### config.mk
export PLATFORM = sky130hd
export DESIGN_NAME = lgts_ctrl
export DESIGN_NICKNAME = d
export VERILOG_FILES = /design/src/sv/lgts_pkg.sv /design/src/sv/lgts_ctrl.sv
export SDC_FILE = /design/constraint.sdc
export NUM_CORES = 1
export LEC_CHECK = 0
export BUFFER_PORTS_ARGS = -buffer_cell sky130_fd_sc_hd__buf_2
export CAP_MARGIN = 10
export CELL_PAD_IN_SITES_DETAIL_PLACEMENT = 1
export CELL_PAD_IN_SITES_GLOBAL_PLACEMENT = 1
export CORE_MARGIN = 10
export CORE_UTILIZATION = 30
export CTS_BUF_LIST = sky130_fd_sc_hd__clkbuf_8
export DETAILED_ROUTE_END_ITERATION = 8
export PLACE_DENSITY = 0.71
export SYNTH_ARGS = -nofsm -noshare
export SYNTH_HDL_FRONTEND = slang
export SYNTH_SLANG_ARGS = --single-unit
### constraint.sdc
create_clock -name clk -period 2.5 [get_ports clk]
set_clock_uncertainty 0.15 [all_clocks]
set_input_delay 0.125 -clock clk [delete_from_list [all_inputs] [get_ports clk]]
set_output_delay 0.125 -clock clk [all_outputs]
set_load 0.01 [all_outputs]
### src/sv/lgts_pkg.sv
// Shared types and constants for the LDA Gibbs topic sampler.
// Holds the payload structs, the controller/datapath command and status structs.
// No dependencies.
`default_nettype none

package lgts_pkg;

	localparam int MAX_TOPICS = 16;
	localparam int TOPIC_BITS = 4;
	localparam int KN_BITS    = 5;
	localparam int DOC_BITS   = 10;
	localparam int WORD_BITS  = 12;
	localparam int COUNT_BITS = 16;
	localparam int TOTAL_BITS = 24;
	localparam int RND_BITS   = 16;
	localparam int CFG_IDX_BITS = 2;
	localparam int CFG_DATA_BITS = 32;
	localparam int DEN_BITS   = 41;
	localparam int REM_BITS   = 42;
	localparam int PROD_BITS  = 66;
	localparam int SUM_BITS   = 36;
	localparam int CLR_BITS   = 16;

	localparam logic [CFG_IDX_BITS-1:0] CFG_ACTIVE_TOPICS = 2'd0;
	localparam logic [CFG_IDX_BITS-1:0] CFG_ALPHA_PRIOR   = 2'd1;
	localparam logic [CFG_IDX_BITS-1:0] CFG_BETA_PRIOR    = 2'd2;
	localparam logic [CFG_IDX_BITS-1:0] CFG_BETA_TOTAL    = 2'd3;

	typedef struct packed {
		logic                  opcode;
		logic [DOC_BITS-1:0]   doc_index;
		logic [WORD_BITS-1:0]  word_index;
		logic [TOPIC_BITS-1:0] current_topic;
		logic [RND_BITS-1:0]   random_fraction;
	} in_item_t;

	typedef struct packed {
		logic [TOPIC_BITS-1:0] new_topic;
		logic                  count_error;
	} out_item_t;

	// Which topic addresses the count tables.
	typedef enum logic [1:0] {
		TSEL_CUR,
		TSEL_LOOP,
		TSEL_CHOSEN
	} tsel_t;

	typedef struct packed {
		logic                  load;
		logic                  clr_step;
		tsel_t                 tsel;
		logic [TOPIC_BITS-1:0] k;
		logic                  mem_rd;
		logic                  dec_wr;
		logic                  inc_wr;
		logic                  form;
		logic                  mul;
		logic                  acc;
		logic [1:0]            pp_idx;
		logic                  div_init;
		logic                  div_step;
		logic [4:0]            div_bit;
		logic                  wacc;
		logic                  thr;
		logic                  pick;
		logic                  out_load;
	} cmd_t;

	typedef struct packed {
		logic clr_done;
		logic opcode;
		logic k_last;
		logic hit;
	} sts_t;

endpackage

`default_nettype wire

### src/sv/lgts_ctrl.sv
// Controller of the topic sampler: sequences clearing, removal, weighing,
// the draw, adding or re-adding and the output handshake.
// Depends on lgts_pkg.
`default_nettype none

module lgts_ctrl (
	input  wire logic           clk,
	input  wire logic           arst_n,
	input  wire logic           in_valid,
	output logic                in_ready,
	output logic                out_valid,
	input  wire logic           out_ready,
	output lgts_pkg::cmd_t      cmd,
	input  wire lgts_pkg::sts_t sts
);

	typedef enum logic [3:0] {
		S_CLEAR, S_IDLE, S_START, S_RD_CUR, S_DEC, S_RD_K, S_FORM, S_MUL,
		S_ACC, S_DIV_INIT, S_DIV, S_WACC, S_THR, S_SCAN, S_ADD_RD, S_DONE
	} state_t;

	state_t                          state_q;
	logic [lgts_pkg::TOPIC_BITS-1:0] k_q;
	logic [1:0]                      pp_q;
	logic [4:0]                      bit_q;
	logic                            out_valid_q;
	logic                            add_wr_q;
	logic                            out_free;

	assign out_free  = !out_valid_q || out_ready;
	assign in_ready  = (state_q == S_IDLE);
	assign out_valid = out_valid_q;

	// Command decode from the current state.
	always_comb begin
		cmd          = '0;
		cmd.tsel     = lgts_pkg::TSEL_LOOP;
		cmd.k        = k_q;
		cmd.pp_idx   = pp_q;
		cmd.div_bit  = bit_q;
		unique case (state_q)
			S_CLEAR:    cmd.clr_step = 1'b1;
			S_IDLE:     cmd.load = in_valid;
			S_START: begin
				cmd.tsel = lgts_pkg::TSEL_CUR;
				cmd.pick = !sts.opcode;
			end
			S_RD_CUR: begin
				cmd.tsel   = lgts_pkg::TSEL_CUR;
				cmd.mem_rd = 1'b1;
			end
			S_DEC: begin
				cmd.tsel   = lgts_pkg::TSEL_CUR;
				cmd.dec_wr = 1'b1;
			end
			S_RD_K:     cmd.mem_rd = 1'b1;
			S_FORM:     cmd.form = 1'b1;
			S_MUL:      cmd.mul = 1'b1;
			S_ACC:      cmd.acc = 1'b1;
			S_DIV_INIT: cmd.div_init = 1'b1;
			S_DIV:      cmd.div_step = 1'b1;
			S_WACC:     cmd.wacc = 1'b1;
			S_THR:      cmd.thr = 1'b1;
			S_SCAN:     cmd.pick = sts.hit || sts.k_last;
			S_ADD_RD: begin
				cmd.tsel   = lgts_pkg::TSEL_CHOSEN;
				cmd.mem_rd = !add_wr_q;
				cmd.inc_wr = add_wr_q;
			end
			S_DONE:     cmd.out_load = out_free;
			default: ;
		endcase
	end

	// State, counters and the output valid flag.
	always_ff @(posedge clk or negedge arst_n) begin
		if (!arst_n) begin
			state_q     <= S_CLEAR;
			k_q         <= '0;
			pp_q        <= '0;
			bit_q       <= '0;
			add_wr_q    <= 1'b0;
			out_valid_q <= 1'b0;
		end else begin
			// The output flag rises when a result is registered and falls on its transaction.
			if (state_q == S_DONE && out_free) begin
				out_valid_q <= 1'b1;
			end else if (out_ready) begin
				out_valid_q <= 1'b0;
			end
			unique case (state_q)
				S_CLEAR: begin
					if (sts.clr_done) begin
						state_q <= S_IDLE;
					end
				end
				S_IDLE: begin
					if (in_valid) begin
						state_q <= S_START;
					end
				end
				S_START: begin
					k_q      <= '0;
					add_wr_q <= 1'b0;
					state_q  <= sts.opcode ? S_RD_CUR : S_ADD_RD;
				end
				S_RD_CUR:   state_q <= S_DEC;
				S_DEC:      state_q <= S_RD_K;
				S_RD_K:     state_q <= S_FORM;
				S_FORM: begin
					pp_q    <= '0;
					state_q <= S_MUL;
				end
				S_MUL:      state_q <= S_ACC;
				S_ACC: begin
					pp_q <= pp_q + 1'b1;
					state_q <= (pp_q == 2'd3) ? S_DIV_INIT : S_MUL;
				end
				S_DIV_INIT: begin
					bit_q   <= 5'd31;
					state_q <= S_DIV;
				end
				S_DIV: begin
					bit_q <= bit_q - 1'b1;
					if (bit_q == '0) begin
						state_q <= S_WACC;
					end
				end
				S_WACC: begin
					if (sts.k_last) begin
						k_q     <= '0;
						state_q <= S_THR;
					end else begin
						k_q     <= k_q + 1'b1;
						state_q <= S_RD_K;
					end
				end
				S_THR:      state_q <= S_SCAN;
				S_SCAN: begin
					if (sts.hit || sts.k_last) begin
						add_wr_q <= 1'b0;
						state_q  <= S_ADD_RD;
					end else begin
						k_q <= k_q + 1'b1;
					end
				end
				S_ADD_RD: begin
					add_wr_q <= !add_wr_q;
					if (add_wr_q) begin
						state_q <= S_DONE;
					end
				end
				S_DONE: begin
					if (out_free) begin
						state_q <= S_IDLE;
					end
				end
				default:    state_q <= S_IDLE;
			endcase
		end
	end

endmodule

`default_nettype wire

==> results by group, run 1 <==
Setup path
  • Critical path class: reg2out
  • Crit start category: flip-flop
  • Crit path required time: around 2200 ps
  • CP Max Fanout: 22
  • Worst EP arrival: between 1500 and 2000 ps
  • Crit end category: output pin

STA
  • Worst Tran Pin Value: approximately 630 ps
  • Setup tns final: 0 ps
  • Period minus WS final: approximately 2100 ps
  • Max-slew violation count: 0
  • Hold WS: approximately 72 ps
  • Fmax: between 400 and 500 MHz
  • RSZ-0062 raised after global routing: false
  • Final Hold Violating Endpoints: 0
  • Period utilization: 0.847
  • Final setup viols: 0
  • Slew headroom: 0.579

Clock tree
  • Clk buf depth: 2
  • CTS Hold Bufs: 1
  • Clock-pin slew on the worst setup and hold paths: approximately 70 ps
  • CTS Buf Count: 3
  • Clock Latency Late Sink: 260 ps
  • Post-CTS Setup Inserts: 0
  • H-tree levels: 1
  • Clock Tree Root: clkbuf_8
  • Clock Sinks: 17
  • CTS tree: done
  • Post-CTS Resized: 0

Synth
  • Count leader, synth: nor2_1
  • Synth cell count leaders: nor2_1 (19), dfrtp_1 (17), nand2_1 (13), a21oi_1 (12), o21ai_0 (12)
  • Post-Syn Area: ~1300 sq um
  • Synthesized Nets: roughly 180
  • Sequential share of the synthesized area: 0.328
  • Flops & latches, synth: 17
  • Syn_area_per_cell: 7.82 sq um
  • Cell taking the most area after synthesis: dfrtp_1
  • Ranking of synthesized cells by area: dfrtp_1 (33%), nor2_1 (5.5%), a21oi_1 (4.6%)
  • FFs w/ async S/R, synth: 1.00
  • Post-synth top flop: dfrtp_1
  • Distinct cell type count of the synthesized netlist: 45
  • EDFF count, synth: 0
  • Share of the synthesized area in the top cell type: 0.328
  • Mapped Cells: 166
  • Syn. warnings: 0

Pwr
  • Worst VDD drop: ~450 uV
  • Leakage Power: between 0.7 and 0.8 nW
  • Pwr dens: between 1000 and 1500 nW/um^2

Job
  • Max Cap Viol: 0

Place
  • Gpl congestion: between 0.8 and 0.9
  • Buffers on Ports: 36
  • Post-DP HPWL: roughly 3.1 mm

Floorplan
  • Die area: between 7000 and 8000 sq um
  • I/O Pins: 37
  • Die height: between 80 and 90 um
  • Core ar.: 4090 sq um
  • Die width: 85.8 um
  • Initial Util: 0.318
  • FP Rows: 23

Global route
  • Largest net degree at the start of global routing: 23
  • GRT Util Overall: 0.111
  • Initial antenna violation count: 0
  • Vias in the first global route: roughly 1400
  • First-pass GRT wire length: a little under 7 mm
  • Overflow after GRT: 0

Hold path
  • Worst hold-check path type: in2reg

Final layout
  • Share of layout cells above drive strength 1: 0.255
  • Storage cell area: between 400 and 500 sq um
  • Multi-input gate area: a little under 800 sq um
  • # fillers: 526
  • Area Overhead vs Synth: 20.4%
  • Core Util, Final: 0.382
  • Nets@finish: roughly 210
  • ANT cells: 0

Route
  • Vias post-DR: approximately 1300
  • Drt total wl: 4.08 mm
  • DRC errors left: 0
  • Drt first pass iters: 4
  • Via-to-Cell Ratio: 5.28
  • Initial DRC count: roughly 40
  • Antenna-violating nets left: 0
  • Wirelength per Cell: around 16 um

Run status
  • Status: complete, no violations
-- routing by layer --
metal,vias up,track usage,part of all wire,wire length (um)
met5,-,0,0,0
met2,30,0.187,0.46,1890
li1,653,-,-,-
met1,632,0.132,0.46,1880
met3,5,0.0378,0.065,267
met4,0,0.0269,0.011,44
-- flip-flops by register name, summed over array words and instances, names as in the netlist --
register	count
bit_q	5
k_q	4
state_q	4
pp_q	2
add_wr_q	1
out_valid	1
-- worst max-delay path: stages, from the launching register on --
cell and delay [ps]:
dfrtp_1 750, buf_4 280, nand2b_1 160, o32ai_1 110, nand2_1 70, o21ai_0 70, buf_2 150
-- stage by stage --
step	std cells	setup slack, ps	total power [W]	cell area [sq um]
3_3_place_gp	245	574	0.00191	1510
2_1_floorplan	166	828	0.00154	1300
5_1_grt	250	206	0.00235	1560
3_5_place_dp	245	472	0.00193	1510
6_report	250	383	0.00213	1560
4_1_cts	250	356	0.00216	1560
-- cell type report --
| cell class | instances | share of cell area |
|---|---|---|
| multi-input cells | 129 | 0.496 |
| well taps | 50 | 0.0400 |
| flip-flops and latches | 17 | 0.272 |
| inverters | 9 | 0.0216 |
| repair buffers | 41 | 0.141 |
| clock inverters | 1 | 0.00320 |
| clock buffers | 3 | 0.0264 |
-- layout by cell type, fill, tap and decap left out, types with 2 or more instances in the layout --
cell and instances:
nand2_1 13, inv_1 9, nor2_1 19, nor3_1 9
o22ai_1 2, a211o_1 2, nor2b_1 4, nand2b_1 9
a21oi_1 12, nor3b_1 2, o21ai_0 12, clkbuf_8 3
a21o_1 3, dfrtp_1 17, nand3_1 5, a31oi_1 2
and2_4 2, and2b_1 2, buf_4 4, mux2i_1 2
a221oi_1 2, xnor2_1 3, o32ai_1 2, ha_1 3
buf_2 36
-- report_power, final --
part / internal (W) / switching, W
logic: 0.000560 / 0.000729
registers: 0.000386 / 0.000241
clock network: 0.000111 / 0.000107
-- path summary, 6_finish.rpt --
check                      startpoint    endpoint  slack (ps)  depth (start not counted)
setup / recovery           state_q[1]     cmd[18]         380                          6
hold reg to reg                k_q[3]      k_q[3]         350                          1
max in group asynchronous      arst_n  state_q[2]        1740                          2
hold / removal              out_ready   out_valid          70                          3
min in group asynchronous      arst_n      k_q[3]         180                          2
setup reg to reg           state_q[0]  state_q[1]         450                          4
-- logic make-up (layout without fill, tap and decap cells) --
logic type | count (synthesis) | count (layout) | share of synthesized area
buffers and inverters | 20 | 54 | 0.0752
xor gates and xnor gates | 3 | 3 | 0.0203
DFF | 17 | 17 | 0.328
adders and majority gates | 3 | 3 | 0.0289
muxes | 2 | 2 | 0.0154
AOI/OAI and AO/OA | 48 | 48 | 0.246
and+or+nand+nor | 73 | 73 | 0.286
No activity file was read; power rests on OpenSTA's default activity.
==> inputs of run 2 (changes only) <==
clock period = 2 ns   (was 2.5 ns; I/O delays follow)
==> results by group, run 2 (same netlist as run 1, synthesis figures left out) <==
Setup path
  • Critical path class: reg2out
  • CP Max Fanout: 8
  • R2r startpoint: bit_q[0]
  • Crit path required time: approximately 1800 ps
  • Crit end category: output pin
  • Worst EP arrival: 1680 ps
  • Crit start category: flip-flop
  • CP startpoint: state_q[3]

Route
  • Vias post-DR: roughly 1400
  • Drt total wl: 4.28 mm
  • DRC errors left: 0
  • Initial DRC count: 94
  • Antenna-violating nets left: 0
  • Via-to-Cell Ratio: about 5.3
  • Drt first pass iters: 5
  • Wirelength per Cell: between 15 and 20 um

Place
  • Placed cells: about 250
  • Post-DP HPWL: 3.32 mm
  • Post-Place Worst Slack: about 190 ps
  • Buffers on Ports: 36
  • Gpl congestion: around 0.87

Floorplan
  • Initial Util: 0.318
  • Core ar.: roughly 4100 sq um
  • Die width: approximately 86 um
  • I/O Pins: 37
  • FP Rows: 23
  • Die area: approximately 7400 sq um
  • Die height: 85.8 um

STA
  • Worst Tran Pin Value: 498 ps
  • Fmax: 518 MHz
  • Final setup viols: 0
  • Max-slew violation count: 0
  • Final Hold Violating Endpoints: 0
  • Final worst slack: between 70 and 80 ps
  • Period utilization: 0.964
  • Slew headroom: 0.668
  • Period minus WS final: about 1900 ps

Hold path
  • Worst hold-check path type: in2reg
  • Hold Crit Start: out_ready

Clock tree
  • Clock Tree Root: clkbuf_8
  • CTS tree: done
  • CTS Buf Count: 3
  • Clock Latency Late Sink: approximately 260 ps
  • Clock Sinks: 17
  • Clock-pin slew on the worst setup and hold paths: 70 ps
  • Clk buf depth: 2
  • H-tree levels: 1

Global route
  • GRT Util Overall: 0.115
  • Largest net degree at the start of global routing: 18
  • Overflow after GRT: 0
  • First-pass GRT wire length: roughly 7.0 mm
  • Vias in the first global route: between 1000 and 1500
  • Initial antenna violation count: 0

Final layout
  • ANT cells: 0
  • Nets@finish: 220
  • Largest register FFs: 5
  • Multi-input gate area: approximately 800 sq um
  • # fillers: about 520
  • Area Overhead vs Synth: 27.7%
  • Commonest non-fill, non-tap cell in the layout: buf_2
  • Most frequent cells in the layout: buf_2 (36), nor2_1 (19), dfrtp_1 (15)
  • Biggest regs: bit_q x5, k_q x4, state_q x4
  • Post-Layout Cell Count: between 200 and 300
  • Share of layout cells above drive strength 1: 0.313
  • Storage cell area: 428 sq um
  • Biggest register: bit_q

Run status
  • Status: complete, no violations

Pwr
  • Leakage Power: slightly below 0.8 nW
  • Pwr dens: roughly 1700 nW/um^2
  • Worst VDD drop: between 400 and 500 uV

Job
  • Max Cap Viol: 0
## run 2: cell count changes in the layout (fill, tap and decap cells not counted), sizes merged
cell	previous run	this run
buf	40	48
## run 2: layout make-up
class / count / share of cell area
Inverter: 9 / 0.0204
Tap cell: 50 / 0.0378
Sequential cell: 17 / 0.258
Clock buffer: 3 / 0.0249
Multi-Input combinational cell: 129 / 0.484
Timing Repair Buffer: 49 / 0.171
Clock inverter: 1 / 0.00302
## run 2: critical path: stages (launching register included)
cell and delay (ps):
dfrtp_1 460, buf_4 210, or2_2 320, o32ai_2 240
buf_2 190
## run 2: power by group
group	switching (W)	internal, W
logic	0.00109	0.000826
registers	0.000186	0.000490
clock network	0.000128	0.000139
## run 2: per-layer routing
| metal | global-route usage | part of all wire | wire length (um) |
|---|---|---|---|
| met5 | 0 | 0 | 0 |
| met1 | 0.129 | 0.46 | 1950 |
| met4 | 0.0314 | 0.011 | 47 |
| met3 | 0.0369 | 0.056 | 238 |
| met2 | 0.202 | 0.48 | 2040 |
## run 2: repair_timing
action,CTS,global route
gates resized for setup,3,4
endpoints found under the setup margin,1,3
buffers inserted,0,1
hold endpoints to repair,17,0
pin swaps,0,0
hold buffers,1,0
## run 2: final timing paths
path,to,slack [ps],cells past startpoint
max,cmd[1],70,4
max in group asynchronous,state_q[2],1220,2
min in group asynchronous,add_wr_q,160,2
min,out_valid,30,3
min reg2reg,k_q[3],350,1
max reg2reg,state_q[0],90,6
## run 2: stage by stage
step / hold slack [ps] / util / TNS (ps) / power, W / cell area [sq um]
after floorplan: -346 / - / 0 / 0.00192 / 1300
after global placement: -89.2 / 0.382 / 0 / 0.00250 / 1560
after detailed placement: -87.7 / 0.382 / 0 / 0.00253 / 1560
after CTS: 35.2 / 0.398 / 0 / 0.00283 / 1630
after global routing: 63.2 / 0.405 / -29.5 / 0.00313 / 1660
final: 31.8 / 0.405 / 0 / 0.00286 / 1660
==> inputs of run 3 (changes only) <==
clock period = 2.3 ns   (was 2 ns; I/O delays follow)
==> results by group, run 3 (same netlist as run 1, synthesis figures left out) <==
Hold path
  • Hold Crit Depth: 3
  • Worst hold-check path type: in2reg

Route
  • Drt total wl: 4.26 mm
  • Drt first pass iters: 4
  • Via-to-Cell Ratio: ~5.3
  • Vias post-DR: 1330
  • DRC errors left: 0
  • Wirelength per Cell: between 15 and 20 um
  • Initial DRC count: between 40 and 50
  • Antenna-violating nets left: 0

Floorplan
  • Die width: 85.8 um
  • Initial Util: 0.318
  • Die area: ~7400 sq um
  • Core ar.: 4090 sq um
  • Die height: approximately 86 um
  • I/O Pins: 37
  • FP Rows: 23

Final layout
  • Commonest non-fill, non-tap cell in the layout: buf_2
  • Multi-input gate area: 774 sq um
  • Nets@finish: about 210
  • Storage cell area: ~430 sq um
  • Biggest register: bit_q
  • # fillers: around 550
  • Biggest regs: bit_q x5, k_q x4, state_q x4
  • Share of layout cells above drive strength 1: 0.257
  • Area Overhead vs Synth: 21.5%
  • Most frequent cells in the layout: buf_2 (36), nor2_1 (19), dfrtp_1 (17)
  • ANT cells: 0
  • Largest register FFs: 5
  • Core Util, Final: 0.386

Setup path
  • Worst EP arrival: 1810 ps
  • Crit-path max cell delay: about 700 ps
  • Reg2Reg Setup Slack: roughly 360 ps
  • CP Max Fanout: 19
  • Critical path class: reg2out
  • Crit start category: flip-flop
  • CP cell instances: inv_1, o32ai_1, nand2_1, o21ai_0, buf_2
  • Slowest cell on crit path: dfrtp_1
  • FF-to-FF path depth: 4
  • Crit path required time: just over 2000 ps
  • Crit end category: output pin

Pwr
  • Comb pwr share: 0.616
  • Clk pwr share: 0.097
  • Power Internal: 0.00117 W
  • Tot Pwr: approximately 0.0024 W
  • Leakage Power: around 0.75 nW
  • Worst VDD drop: between 400 and 500 uV
  • Pwr dens: around 1500 nW/um^2
  • Share of total power in sequential cells: 0.287
  • Net Sw Frac: 0.503
  • P_sw: between 0.001 and 0.0015 W

STA
  • Period minus WS final: between 2000 and 2500 ps
  • Slew headroom: 0.625
  • Max-slew violation count: 0
  • Fmax: approximately 480 MHz
  • Period utilization: 0.902
  • Final Hold Violating Endpoints: 0
  • Setup tns final: 0 ps
  • Worst Tran Pin Value: approximately 560 ps
  • Final setup viols: 0
  • RSZ-0062 raised after global routing: false
  • Final worst slack: 225 ps

Place
  • Post-DP HPWL: about 3.2 mm
  • Post-Place Worst Slack: between 300 and 400 ps
  • Gpl congestion: 0.875
  • Buffers on Ports: 36

Global route
  • Overflow after GRT: 0
  • First-pass GRT wire length: 7.07 mm
  • Initial antenna violation count: 0
  • Vias in the first global route: approximately 1400
  • Largest net degree at the start of global routing: 20
  • GRT Util Overall: 0.115

Clock tree
  • CTS Buf Count: 3
  • Clock Sinks: 17
  • H-tree levels: 1
  • Post-CTS Setup Inserts: 0
  • Clock Tree Root: clkbuf_8
  • CTS tree: done
  • Clk buf depth: 2
  • Clock-pin slew on the worst setup and hold paths: approximately 70 ps
  • Post-CTS Resized: 0
  • Clock Latency Late Sink: about 250 ps

Job
  • Max Cap Viol: 0

Run status
  • Status: complete, no violations
run 3: changes by cell type in the layout (fill, tap and decap cells not counted), sizes merged:
cell / change
buf: -6
clkinv: -1
inv: +1
run 3: final timing paths:
path / start / end
worst min register to register: k_q[3] / k_q[3]
max in group asynchronous: arst_n / bit_q[3]
worst max register to register: state_q[0] / state_q[1]
worst min-delay path: out_ready / out_valid
min in group asynchronous: arst_n / k_q[0]
worst max-delay path: state_q[1] / cmd[18]
run 3: timing repair:
action,CTS,global route
hold buffers,1,0
setup endpoints to repair,0,0
hold endpoints to repair,17,0
run 3: stage by stage:
stage	instance area, sq um	hold WS, ps	instances
after floorplan	1300	-331	166
after global placement	1520	-68.9	247
after detailed placement	1520	-70.9	247
after CTS	1580	60.7	252
after global routing	1580	74.2	252
final	1580	63.9	252
run 3: metal layers:
layer  vias up  GRT usage  share of wire  routed length (um)
li1        657          -              -                   -
met4         0     0.0359         0.0075                  32
met1       638      0.149           0.48                2040
met2        33      0.181           0.45                1930
met5         -          0              0                   0
met3         2     0.0312          0.059                 253
run 3: area by class of cell:
cell class / instances / share of cell area
multi-input combinational: 129 / 0.491
sequential: 17 / 0.270
timing repair buffer: 43 / 0.149
tap: 50 / 0.0397
clock buffer: 3 / 0.0262
inverter: 9 / 0.0214
clock inverter: 1 / 0.00238
run 3: critical path: cells and delay by family, from the launching register on:
family | cells | cell delay, ps
AO/OA/AOI/OAI | 2 | 400
flip-flops | 1 | 700
buffers and inverters | 2 | 370
AND/OR/NAND/NOR | 1 | 80
run 3: power groups by stage:
| stage | Clock (W) | Combinational (W) | Sequential, W |
|---|---|---|---|
| finish | 0.000228 | 0.00145 | 0.000676 |
| global route | 0.000250 | 0.00163 | 0.000711 |
| CTS | 0.000235 | 0.00147 | 0.000671 |
| detailed placement | 0 | 0.00145 | 0.000677 |
| global placement | 0 | 0.00145 | 0.000666 |
| floorplan | 0 | 0.00111 | 0.000557 |
